--- src/hw/rtl/frame_timestamp_smoother_top_macros.svh ---
// Assertion macros shared by the frame timestamp smoother RTL.
`ifndef FRAME_TIMESTAMP_SMOOTHER_TOP_MACROS_SVH
`define FRAME_TIMESTAMP_SMOOTHER_TOP_MACROS_SVH

`ifndef SYNTHESIS
// Checks that prop holds at every clock edge outside reset.
`define FTSS_ASSERT(label, clk, rst_n, prop, msg) \
    label: assert property (@(posedge clk) disable iff (!rst_n) prop) else $error(msg);
// Checks that expr is never true at a clock edge outside reset.
`define FTSS_ASSERT_NEVER(label, clk, rst_n, expr, msg) \
    label: assert property (@(posedge clk) disable iff (!rst_n) !(expr)) else $error(msg);
`else
`define FTSS_ASSERT(label, clk, rst_n, prop, msg)
`define FTSS_ASSERT_NEVER(label, clk, rst_n, expr, msg)
`endif

`endif

--- src/hw/rtl/ftss_pkg.sv ---
// Types and constants of the frame timestamp smoother.
package ftss_pkg;

    localparam logic [19:0] PERIOD_MAX   = 20'd1000000;
    localparam logic [19:0] PERIOD_RESET = 20'd10000;

    // Reciprocal of ten scaled by 2^27; exact for every filter sum below 2^26.
    localparam logic [23:0] DIV10_RECIP  = 24'hCC_CCCD;

    // Iteration count of the shared divider.
    localparam logic [6:0] DIV_ITERS_WIDE = 7'd64;

    typedef enum logic [9:0] {
        S_IDLE  = 10'b00_0000_0001,
        S_EXP   = 10'b00_0000_0010,
        S_INIT  = 10'b00_0000_0100,
        S_GAP   = 10'b00_0000_1000,
        S_CHK   = 10'b00_0001_0000,
        S_DIV   = 10'b00_0010_0000,
        S_FILT  = 10'b00_0100_0000,
        S_DIV10 = 10'b00_1000_0000,
        S_MUL   = 10'b01_0000_0000,
        S_OUT   = 10'b10_0000_0000
    } t_state;

    typedef struct packed {
        logic        start;
        logic [6:0]  iters;
        logic [63:0] dividend;
        logic [32:0] divisor;
    } t_div_req;

    typedef struct packed {
        logic busy;
        logic done;
    } t_div_stat;

endpackage

--- src/hw/rtl/ftss_div.sv ---
// Shared restoring divider, one quotient bit per cycle.
module ftss_div
    import ftss_pkg::*;
(
    input  logic        i_clk,
    input  logic        i_rst_n,
    input  t_div_req    i_req,
    output t_div_stat   o_stat,
    output logic [63:0] o_quotient
);

    logic [6:0]  r_cnt;
    logic        r_done;
    logic [32:0] r_rem;
    logic [63:0] r_quo;
    logic [32:0] r_divisor;

    logic [33:0] w_rem_sh;
    logic [33:0] w_diff;
    logic        w_fit;

    // The dividend is loaded left aligned; after N steps the quotient sits in the low N bits.
    assign w_rem_sh = {r_rem, r_quo[63]};
    assign w_diff   = w_rem_sh - {1'b0, r_divisor};
    assign w_fit    = (w_rem_sh >= {1'b0, r_divisor});

    always_ff @(posedge i_clk) begin
        if (!i_rst_n) begin
            r_cnt  <= '0;
            r_done <= 1'b0;
        end else begin
            r_done <= 1'b0;
            if (i_req.start) begin
                r_cnt <= i_req.iters;
            end else if (r_cnt != '0) begin
                r_cnt <= r_cnt - 7'd1;
                if (r_cnt == 7'd1) begin
                    r_done <= 1'b1;
                end
            end
        end
    end

    always_ff @(posedge i_clk) begin
        if (i_req.start) begin
            r_rem     <= '0;
            r_quo     <= i_req.dividend;
            r_divisor <= i_req.divisor;
        end else if (r_cnt != '0) begin
            r_rem <= w_fit ? w_diff[32:0] : w_rem_sh[32:0];
            r_quo <= {r_quo[62:0], w_fit};
        end
    end

    assign o_stat.busy = (r_cnt != '0);
    assign o_stat.done = r_done;
    assign o_quotient  = r_quo;

endmodule

--- src/hw/rtl/frame_timestamp_smoother_top.sv ---
// Top level of the frame timestamp smoother: sequencer, filter state and stream ports.
//
// One frame enters on the s_axis channel: arrival time, latency and frame number.
// One result leaves on the m_axis channel for every frame: smoothed timestamp, filtered
// period, dropped frames now and in total, frame total, and a duplicate flag on tuser.
// The nominal period is written through i_cfg_wr_en / i_cfg_wr_data; the user must write
// it only while no frame is in flight, which the block itself does not enforce. It is
// loaded into the filter on the first frame after reset. A frame is accepted in S_IDLE and
// then runs through a small sequencer that uses one restoring divider for 64 steps to form
// the time step; the divide by ten of the period filter is a reciprocal multiplication.
// After S_EXP, S_INIT, S_GAP and S_CHK a normal frame passes S_DIV, S_FILT, S_DIV10 and
// S_MUL to S_OUT, while a duplicate frame skips the divider and goes from S_CHK to S_OUT.
// s_axis_tready is high only while the sequencer is idle, so one frame is handled at a
// time. The result waits in an output register; the next frame may be accepted and
// worked on while it waits, and its result is held back until the receiver takes the
// earlier one, which stalls the input. Nothing is lost when the receiver stalls.
// Reset (synchronous, active low) clears the filter history, counters and the first
// frame flag, and sets the nominal period to 10000 microseconds.
`include "frame_timestamp_smoother_top_macros.svh"

module frame_timestamp_smoother_top
    import ftss_pkg::*;
(
    input  logic         i_clk,
    input  logic         i_rst_n,
    input  logic         i_cfg_wr_en,
    input  logic [19:0]  i_cfg_wr_data,
    input  logic         s_axis_tvalid,
    output logic         s_axis_tready,
    // arrival[62:0], latency[94:63], frame_num[125:95], zero pad
    input  logic [127:0] s_axis_tdata,
    output logic         m_axis_tvalid,
    input  logic         m_axis_tready,
    // timestamp[63:0], period[83:64], dropped_now[114:84],
    // dropped_total[146:115], frame_total[178:147], zero pad
    output logic [183:0] m_axis_tdata,
    // duplicate
    output logic         m_axis_tuser
);

    t_state      r_state;
    t_state      n_state;

    logic [19:0] r_nominal;
    logic [62:0] r_arrival;
    logic [31:0] r_latency;
    logic [30:0] r_fn;
    logic [63:0] r_expected;
    logic [63:0] r_last_time;
    logic [31:0] r_last_num;
    logic [19:0] r_period;
    logic        r_seen;
    logic [31:0] r_drop_cnt;
    logic [31:0] r_frame_cnt;
    logic [32:0] r_gap;
    logic [63:0] r_diff;
    logic        r_dup;
    logic [19:0] r_step;
    logic [23:0] r_filt_sum;
    logic [51:0] r_prod;

    logic         r_m_valid;
    logic [183:0] r_m_data;
    logic         r_m_dup;

    t_div_req    w_div_req;
    t_div_stat   w_div_stat;
    logic [63:0] w_quo;

    logic        w_accept;
    logic        w_out_free;
    logic [19:0] w_nom_clamp;
    logic [64:0] w_diff_full;
    logic [63:0] w_diff_sat;
    logic        w_gap_dup;
    logic [23:0] w_filt_sum;
    logic [47:0] w_tenth;
    logic [64:0] w_time_sum;
    logic [31:0] w_gap_m1;
    logic [32:0] w_drop_sum;
    logic [32:0] w_frame_sum;
    logic [30:0] w_drop_now;

    ftss_div u_div (
        .i_clk      (i_clk),
        .i_rst_n    (i_rst_n),
        .i_req      (w_div_req),
        .o_stat     (w_div_stat),
        .o_quotient (w_quo)
    );

    assign s_axis_tready = (r_state == S_IDLE);
    assign w_accept      = s_axis_tvalid && s_axis_tready;
    assign w_out_free    = !r_m_valid || m_axis_tready;

    always_comb begin
        if (r_nominal == '0) begin
            w_nom_clamp = 20'd1;
        end else if (r_nominal > PERIOD_MAX) begin
            w_nom_clamp = PERIOD_MAX;
        end else begin
            w_nom_clamp = r_nominal;
        end
    end

    // Time difference with saturation at the signed 64-bit limits.
    assign w_diff_full = {r_expected[63], r_expected} - {r_last_time[63], r_last_time};
    always_comb begin
        unique case (w_diff_full[64:63])
            2'b01:   w_diff_sat = {1'b0, {63{1'b1}}};
            2'b10:   w_diff_sat = {1'b1, 63'd0};
            default: w_diff_sat = w_diff_full[63:0];
        endcase
    end

    assign w_gap_dup  = r_gap[32] || (r_gap == '0);
    assign w_filt_sum = {1'b0, r_period, 3'b000} + {4'b0000, r_period} + {4'b0000, r_step};
    assign w_tenth    = r_filt_sum * DIV10_RECIP;
    assign w_time_sum = {r_last_time[63], r_last_time} + {13'd0, r_prod};
    assign w_gap_m1   = r_gap[31:0] - 32'd1;
    assign w_drop_sum = {1'b0, r_drop_cnt} + {2'b00, w_gap_m1[30:0]};
    assign w_frame_sum = {1'b0, r_frame_cnt} + {1'b0, r_gap[31:0]};
    assign w_drop_now = (r_dup || !r_seen) ? 31'd0 : w_gap_m1[30:0];

    always_comb begin
        w_div_req.start    = 1'b0;
        w_div_req.iters    = DIV_ITERS_WIDE;
        w_div_req.dividend = '0;
        w_div_req.divisor  = r_gap;
        if (r_state == S_CHK) begin
            w_div_req.start = !w_gap_dup;
            // A negative difference gives a step that clamps to zero.
            w_div_req.dividend = r_diff[63] ? 64'd0 : r_diff;
        end
    end

    always_comb begin
        n_state = r_state;
        unique case (r_state)
            S_IDLE:  if (w_accept) n_state = S_EXP;
            S_EXP:   n_state = S_INIT;
            S_INIT:  n_state = S_GAP;
            S_GAP:   n_state = S_CHK;
            S_CHK:   n_state = w_gap_dup ? S_OUT : S_DIV;
            S_DIV:   if (w_div_stat.done) n_state = S_FILT;
            S_FILT:  n_state = S_DIV10;
            S_DIV10: n_state = S_MUL;
            S_MUL:   n_state = S_OUT;
            S_OUT:   if (w_out_free) n_state = S_IDLE;
            default: n_state = S_IDLE;
        endcase
    end

    always_ff @(posedge i_clk) begin
        if (!i_rst_n) begin
            r_state     <= S_IDLE;
            r_nominal   <= PERIOD_RESET;
            r_last_time <= '0;
            r_last_num  <= '0;
            r_period    <= PERIOD_RESET;
            r_seen      <= 1'b0;
            r_drop_cnt  <= '0;
            r_frame_cnt <= '0;
            r_m_valid   <= 1'b0;
        end else begin
            r_state <= n_state;
            if (i_cfg_wr_en) begin
                r_nominal <= i_cfg_wr_data;
            end
            if ((r_state == S_OUT) && w_out_free) begin
                r_m_valid <= 1'b1;
            end else if (m_axis_tready) begin
                r_m_valid <= 1'b0;
            end
            case (r_state)
                S_EXP: begin
                    if (!r_seen) begin
                        r_period <= w_nom_clamp;
                    end
                end
                S_INIT: begin
                    if (!r_seen) begin
                        r_last_time <= r_expected - {44'd0, r_period};
                        r_last_num  <= {1'b0, r_fn} - 32'd1;
                    end
                end
                S_DIV10: begin
                    r_period <= w_tenth[46:27];
                end
                S_MUL: begin
                    // The product is registered in this state; the sum follows in S_OUT.
                end
                S_OUT: begin
                    if (w_out_free) begin
                        r_seen <= 1'b1;
                        if (!r_dup) begin
                            r_last_time <= (w_time_sum[64:63] == 2'b01) ?
                                           {1'b0, {63{1'b1}}} : w_time_sum[63:0];
                            r_last_num  <= {1'b0, r_fn};
                            if (r_seen) begin
                                r_drop_cnt  <= w_drop_sum[32] ? '1 : w_drop_sum[31:0];
                                r_frame_cnt <= w_frame_sum[32] ? '1 : w_frame_sum[31:0];
                            end
                        end
                    end
                end
                default: begin
                end
            endcase
        end
    end

    always_ff @(posedge i_clk) begin
        if (w_accept) begin
            r_arrival <= s_axis_tdata[62:0];
            r_latency <= s_axis_tdata[94:63];
            r_fn      <= s_axis_tdata[125:95];
        end
        if (r_state == S_EXP) begin
            r_expected <= {1'b0, r_arrival} - {32'd0, r_latency};
        end
        if (r_state == S_GAP) begin
            r_gap  <= {2'b00, r_fn} - {r_last_num[31], r_last_num};
            r_diff <= w_diff_sat;
        end
        if (r_state == S_CHK) begin
            r_dup <= w_gap_dup;
        end
        if ((r_state == S_DIV) && w_div_stat.done) begin
            r_step <= ((w_quo[63:20] != '0) || (w_quo[19:0] > PERIOD_MAX)) ?
                      PERIOD_MAX : w_quo[19:0];
        end
        if (r_state == S_FILT) begin
            r_filt_sum <= w_filt_sum;
        end
        if (r_state == S_MUL) begin
            r_prod <= r_gap[31:0] * r_period;
        end
    end

    // Output register; the payload is assembled from the state as it stands after the frame.
    always_ff @(posedge i_clk) begin
        if ((r_state == S_OUT) && w_out_free) begin
            r_m_dup  <= r_dup;
            r_m_data <= {5'd0,
                         (r_dup || !r_seen) ? r_frame_cnt :
                             (w_frame_sum[32] ? 32'hFFFF_FFFF : w_frame_sum[31:0]),
                         (r_dup || !r_seen) ? r_drop_cnt :
                             (w_drop_sum[32] ? 32'hFFFF_FFFF : w_drop_sum[31:0]),
                         w_drop_now,
                         r_period,
                         r_dup ? r_last_time :
                             ((w_time_sum[64:63] == 2'b01) ?
                              {1'b0, {63{1'b1}}} : w_time_sum[63:0])};
        end
    end

    assign m_axis_tvalid = r_m_valid;
    assign m_axis_tdata  = r_m_data;
    assign m_axis_tuser  = r_m_dup;

    `FTSS_ASSERT(a_div_owner, i_clk, i_rst_n, w_div_stat.busy |-> (r_state == S_DIV), "divider busy outside the divide state")
    `FTSS_ASSERT(a_ready_div_idle, i_clk, i_rst_n, s_axis_tready |-> !w_div_stat.busy, "input ready while the divider runs")
    `FTSS_ASSERT(a_dup_no_drop, i_clk, i_rst_n, (m_axis_tvalid && m_axis_tuser) |-> (m_axis_tdata[114:84] == '0), "duplicate frame reports dropped frames")
    `FTSS_ASSERT_NEVER(a_period_max, i_clk, i_rst_n, r_period > PERIOD_MAX, "filtered period above its maximum")

endmodule

--- config.mk ---
export PLATFORM = sky130hd
export DESIGN_NAME = frame_timestamp_smoother_top
export DESIGN_NICKNAME = d
export VERILOG_FILES = /design/src/hw/rtl/ftss_pkg.sv /design/src/hw/rtl/ftss_div.sv /design/src/hw/rtl/frame_timestamp_smoother_top.sv
export VERILOG_INCLUDE_DIRS = /design/src /design/src/hw/rtl
export SDC_FILE = /design/constraint.sdc
export NUM_CORES = 2
export LEC_CHECK = 0
export BUFFER_PORTS_ARGS = -buffer_cell sky130_fd_sc_hd__buf_2
export CAP_MARGIN = 40
export CORE_MARGIN = 1
export CORE_UTILIZATION = 56
export DETAILED_ROUTE_END_ITERATION = 8
export MAX_ROUTING_LAYER = met4
export PLACE_DENSITY = 0.76
export SLEW_MARGIN = 20
export SYNTH_ARGS = -nofsm -noshare
export SYNTH_HDL_FRONTEND = slang
export SYNTH_HIERARCHICAL = 1
export SYNTH_SLANG_ARGS = --single-unit
export TNS_END_PERCENT = 30
--- constraint.sdc ---
create_clock -name i_clk -period 12.73 [get_ports i_clk]
set_input_delay 2.546 -clock i_clk [delete_from_list [all_inputs] [get_ports i_clk]]
set_output_delay 2.546 -clock i_clk [all_outputs]
set_load 0.05 [all_outputs]
Word level (Yosys, flattened, before mapping)

Cells that the tools add are included.

Bits in registers: 914
Bits of input ports: 153
Word-level logic and storage cells: 129

$add $sub $neg: 13
Multiply operators: 2
$lt $le $gt $ge: 3
Equality and inequality tests: 20
Mux-type cells: 34
Bitwise gates (word level): 3
Reductions and logical operators: 26

Operator list:

| kind                                                                   | count |
|---|---|
| 64-bit two-way mux                                                     | 6 |
| 64-bit case mux with 2 select lines                                    | 2 |
| 32-bit two-way mux                                                     | 7 |
| 63-bit two-way mux                                                     | 2 |
| 10-bit case mux with 10 select lines                                   | 1 |
| 64-bit by 53-bit adder with 65-bit output                              | 1 |
| 64-bit by 64-bit subtractor with 65-bit output                         | 1 |
| 32-bit case mux with 2 select lines                                    | 1 |
| 63-bit by 32-bit subtractor with 64-bit output                         | 1 |
| 64-bit by 20-bit subtractor with 64-bit output                         | 1 |
| 20-bit two-way mux                                                     | 3 |
| 32-bit by 20-bit multiplier with 52-bit output                         | 1 |
| 24-bit by 24-bit multiplier with 47-bit output (second input constant) | 1 |
| 44-bit nonzero test                                                    | 1 |
| 20-bit > comparator (second input constant)                            | 2 |
| 10-bit two-way mux                                                     | 4 |
| 20-bit case mux with 2 select lines                                    | 1 |
| 34-bit by 33-bit >= comparator with 1-bit output                       | 1 |
| 32-bit by 31-bit adder with 33-bit output                              | 1 |
| 32-bit by 32-bit adder with 33-bit output                              | 1 |
| 33-bit zero test                                                       | 1 |
| 33-bit two-way mux                                                     | 1 |
| 32-bit by 32-bit subtractor with 33-bit output                         | 1 |
| 33-bit subtractor                                                      | 1 |
| other kinds (34)                                                       | 58 |

Logic depth before layout (Yosys ltp)

Word-level depth: 6
Gate-level depth with buffers: 30

Hierarchy

Netlist, hierarchy kept.

Modules (own cells, without submodules):

| module                       | times used | cells an instance | area an instance (sq um) | seq. area each (sq um) |
|---|---|---|---|---|
| frame_timestamp_smoother_top | 1          | 7955              | 75921.6                  | 21180.3 |
| ftss_div                     | 1          | 722               | 7672.4                   | 3733.6 |

Worst setup path before layout

Ideal clock, no wire load.

Kind: input-to-reg
Start: input m_axis_tready
End: register r_last_time[30]
Library setup time: 0.127 ns
Data arrival time: 12.857 ns
Required time: 12.603 ns
Slack: -0.254 ns
Stages: 8
Cells stage by stage: nor2b_1 nor2_1 nor2_1 a21oi_1 clkbuf_1 clkbuf_1 o211ai_1 a21oi_1

Longest elaborated chain between the ends: 3

RTL lines:

| what                            | RTL line                            | source |
|---|---|---|
| start, declared                 | frame_timestamp_smoother_top.sv:33  | `input logic m_axis_tready,` |
| 1-bit logical OR                | frame_timestamp_smoother_top.sv:94  | `assign w_out_free = !r_m_valid \|\| m_axis_tready;` |
| 2-bit inequality test (no line) | --                                  |  |
| 3-bit AND reduction (no line)   | --                                  |  |
| end signal, assigned            | frame_timestamp_smoother_top.sv:183 | `r_last_time <= r_expected - {44'd0, r_period};` |
| end signal, assigned            | frame_timestamp_smoother_top.sv:197 | `r_last_time <= (w_time_sum[64:63] == 2'b01) ?` |
| end, declared                   | frame_timestamp_smoother_top.sv:49  | `logic [63:0] r_last_time;` |

No other way between the ends.
A chain may end at the register's enable or synchronous reset.

Worst setup path after layout

Start: register r_period[4]
End: register r_prod[51], data pin

Longest elaborated chain between the ends: 1

RTL lines:

| what                                           | RTL line                            | source |
|---|---|---|
| start, declared                                | frame_timestamp_smoother_top.sv:51  | `logic [19:0] r_period;` |
| start signal, assigned                         | frame_timestamp_smoother_top.sv:178 | `r_period <= w_nom_clamp;` |
| start signal, assigned                         | frame_timestamp_smoother_top.sv:188 | `r_period <= w_tenth[46:27];` |
| 32-bit by 20-bit multiplier with 52-bit output | frame_timestamp_smoother_top.sv:237 | `r_prod <= r_gap[31:0] * r_period;` |
| end signal, assigned                           | frame_timestamp_smoother_top.sv:237 |  |
| end, declared                                  | frame_timestamp_smoother_top.sv:60  | `logic [51:0] r_prod;` |

No other way between the ends.

==> flow_summary.ini <==
[synth]
synthCells = 8677
yosysWarningCount = 6
synth_edf_count = 661
seq_area_frac_synth_pct = 29.80
async_flop_share_pct = 0
synthFlopType = edfxtp_1
ys_types = 112
avgSynthCellArea_um2 = 9.634
ys_ff_latch = 914
syn_area_mm2 = 0.08359

[sta]
finClkSkew_ns = 0.07608
holdWs_ns = 0.4526
final_min_period_over_clock_period_pct = 66.81
slew_viol_final = 0
rsz0062_at_grt = no
worstMarginPinSlew_ns = 1.039
final.setup.tns_ns = 0
setup_viol = 0
max_slew_margin_pct = 30.76
min_period_ns = 8.505
hold_violations = 0
fmax_ghz = 0.1176

[clock_tree]
root_buffer = clkbuf_16
path_clk_slew_ns = 0.06
htreeDepth = 3
cts_resized = 0
clock-sinks = 914
clk_latency_ns = 0.75
holdBufCountCts = 0
max-clock-path-buffers = 3
tritoncts = done
post_cts_buffers = 0
numCtsBuffers = 99

[drt]
wl_met1_mm = 101.4
routed.top_layer = met4
drt_iter0_markers = 6057
dr.pass1.iters = 6
drc = 0
dr_wl_met3_mm = 21.09
viasPerCell = 5.970
ant_nets = 0
routed-wl-met2_mm = 113.0
avgRoutedWirePerCell_um = 22.57
route.final.wire_length_mm = 246.2
vias = 65140

[setup_path]
slowest_delay_ns = 0.55
crit_family = adder cells
cp-end-kind = register
cp_num_buf_inv = 7
crit_type = register to register
r2r_cells = 27
cp.arrival_ns = 8.96
crit_path_start_kind = register
critPathSlowestCell = dfxtp_1
cp.depth = 27
crit_required_ns = 13.19
cp_common_cell = fa_1
crit_fanout = 33

[power]
peakVddDrop_uv = 263.9
power_density_mw_per_mm2 = 152.0
p_leak_uw = 0.04020
totalPowerFinal_uw = 13820

[floorplanning]
die_w_um = 388.4
fp-row-count = 141
die_y_um = 388.4
dieArea_mm2 = 0.1508
ioPinCount = 340
fp.coreArea_mm2 = 0.1480
start_util_pct = 56.48

[global_route]
grtUsageTotal_pct = 33.77
grt_pass1_wl_mm = 379.3
grt_max_degree = 142
antenna_found_initial = 9
grt-ovfl-total = 0
grt_pass1_vias = 65000

[finish]
num-fill-cells = 12212
multi_input_area_mm2 = 0.05286
syn2layout_area_growth_pct = 8.804
ff_latch_area_mm2 = 0.02491
nNetsFinal = 10564
layout-drive-gt1-share_pct = 8.626
post-route-util_pct = 61.45

[status]
status = complete, no violations

[hold_path]
holdPathStages = 0
hold_path_class = register to register

[flow_run]
drv_cap = 0

[place]
port_buffers = 332
dp_hpwl_mm = 190.7
gp_congestion = 1.053
==> metal layers <==
metal / track usage, % / vias to the layer above
met5: - / -
met4: 13.07 / 0
met3: 5.129 / 557
met2: 52.51 / 2829
met1: 44.61 / 31969
li1: - / 29785
==> final timing paths <==
kind / start / to / slack (ns)
hold / removal: r_gap[8] / u_div/r_divisor[8] / 0.45
hold reg to reg: r_gap[8] / u_div/r_divisor[8] / 0.45
setup / recovery: r_period[4] / r_prod[51] / 4.22
setup reg to reg: r_period[4] / r_prod[51] / 4.22
==> cell usage in the layout (no fill, tap or decap), types with 200 or more instances in the layout <==
cell and n:
nor2_1 502, edfxtp_1 661, buf_2 335, dfxtp_1 253, fa_1 783, xnor2_1 281
nand2_1 798, and2_1 406, a21o_1 200, ha_1 739, inv_1 1205, a21oi_1 492
o21ai_0 435
==> worst reg2reg max path, cell delays in order, from the launching register on <==
cell and delay, ns:
dfxtp_1 0.55, buf_4 0.50, and2_1 0.25, fa_1 0.44, fa_1 0.53, inv_1 0.05
fa_1 0.48, inv_1 0.06, fa_1 0.49, inv_1 0.05, fa_1 0.54, inv_1 0.06
fa_1 0.48, inv_1 0.05, fa_1 0.47, inv_1 0.05, ha_1 0.41, a21oi_1 0.16
o21ai_0 0.16, a311o_1 0.35, a21o_1 0.25, a21oi_2 0.33, o21ai_1 0.23, a221oi_2 0.52
o21a_1 0.26, o21ai_1 0.12, o41ai_1 0.31, xnor2_1 0.12
==> where the power goes <==
part           total [µW]  switching (µW)  leakage (µW)  internal (µW)
combinational        6810            4300        0.0303           2510
sequential           3990             225       0.00823           3770
clock                3010            1290       0.00162           1720
total               13800            5820        0.0402           8000
==> sequential cells by signal, summed over array words and instances (netlist names), 10 cells and up <==
name	cells
m_axis_tdata	179
r_diff	64
r_expected	64
r_last_time	64
u_div/o_quotient	64
r_arrival	63
r_prod	52
r_gap	33
u_div/r_divisor	33
u_div/r_rem	33
r_drop_cnt	32
r_frame_cnt	32
r_last_num	32
r_latency	32
r_fn	31
r_filt_sum	24
r_nominal	20
r_period	20
r_step	20
r_state	10
==> cells in the mapped netlist, types with 25 or more instances <==
library cell,count,area [µm²]
clkbuf_1,303,1137
o21a_1,62,465.5
a211oi_1,98,735.7
nand2b_1,57,356.6
mux2_2,69,777.0
and3_1,42,262.8
nor4_1,57,356.6
nor2b_1,52,325.3
a22oi_1,32,240.2
nor2_1,508,1907
dfxtp_1,253,5065
a221oi_1,26,227.7
a21oi_1,493,2467
nand3_1,88,440.4
fa_1,783,15680
xnor2_1,281,2461
xor2_1,184,1612
and2_1,407,2546
nand2_1,799,2999
nor3_1,125,625.6
edfxtp_1,661,19850
a21o_1,200,1501
nand4_1,76,475.5
o21bai_1,50,375.4
o31ai_1,25,187.7
inv_1,1209,4538
ha_1,739,9246
or3_1,40,250.2
o211ai_1,27,202.7
mux2i_1,28,280.3
o21ai_0,436,2182
a31oi_1,52,325.3
==> per-stage QoR <==
stage                     instance area (µm²)  std cells  worst slack, ns
after floorplan                         83640       8688            3.270
after global placement                  87140      10694            4.381
after detailed placement                87350      10708            4.279
after CTS                               90740      10893            4.305
after global routing                    90940      10906            3.935
final                                   90950      10911            4.225
==> cell type report <==
cell class | instances | area share [%]
Inverter | 1212 | 5.006
Multi-Input combinational cell | 6210 | 58.11
Sequential cell | 914 | 27.39
Clock inverter | 69 | 0.8749
Antenna cell | 8 | 0.02201
Timing Repair Buffer | 452 | 3.086
Tap cell | 1930 | 2.655
Clock buffer | 116 | 2.850
==> cell families after synthesis <==
group / synth area share [%]
other cells: 0.008984
flops: 29.80
compound gates: 13.32
mux: 1.278
buf+inv: 7.141
fa+ha+maj: 29.81
simple gates: 13.76
xor+xnor: 4.872
No activity file was read; power rests on OpenSTA's default activity.
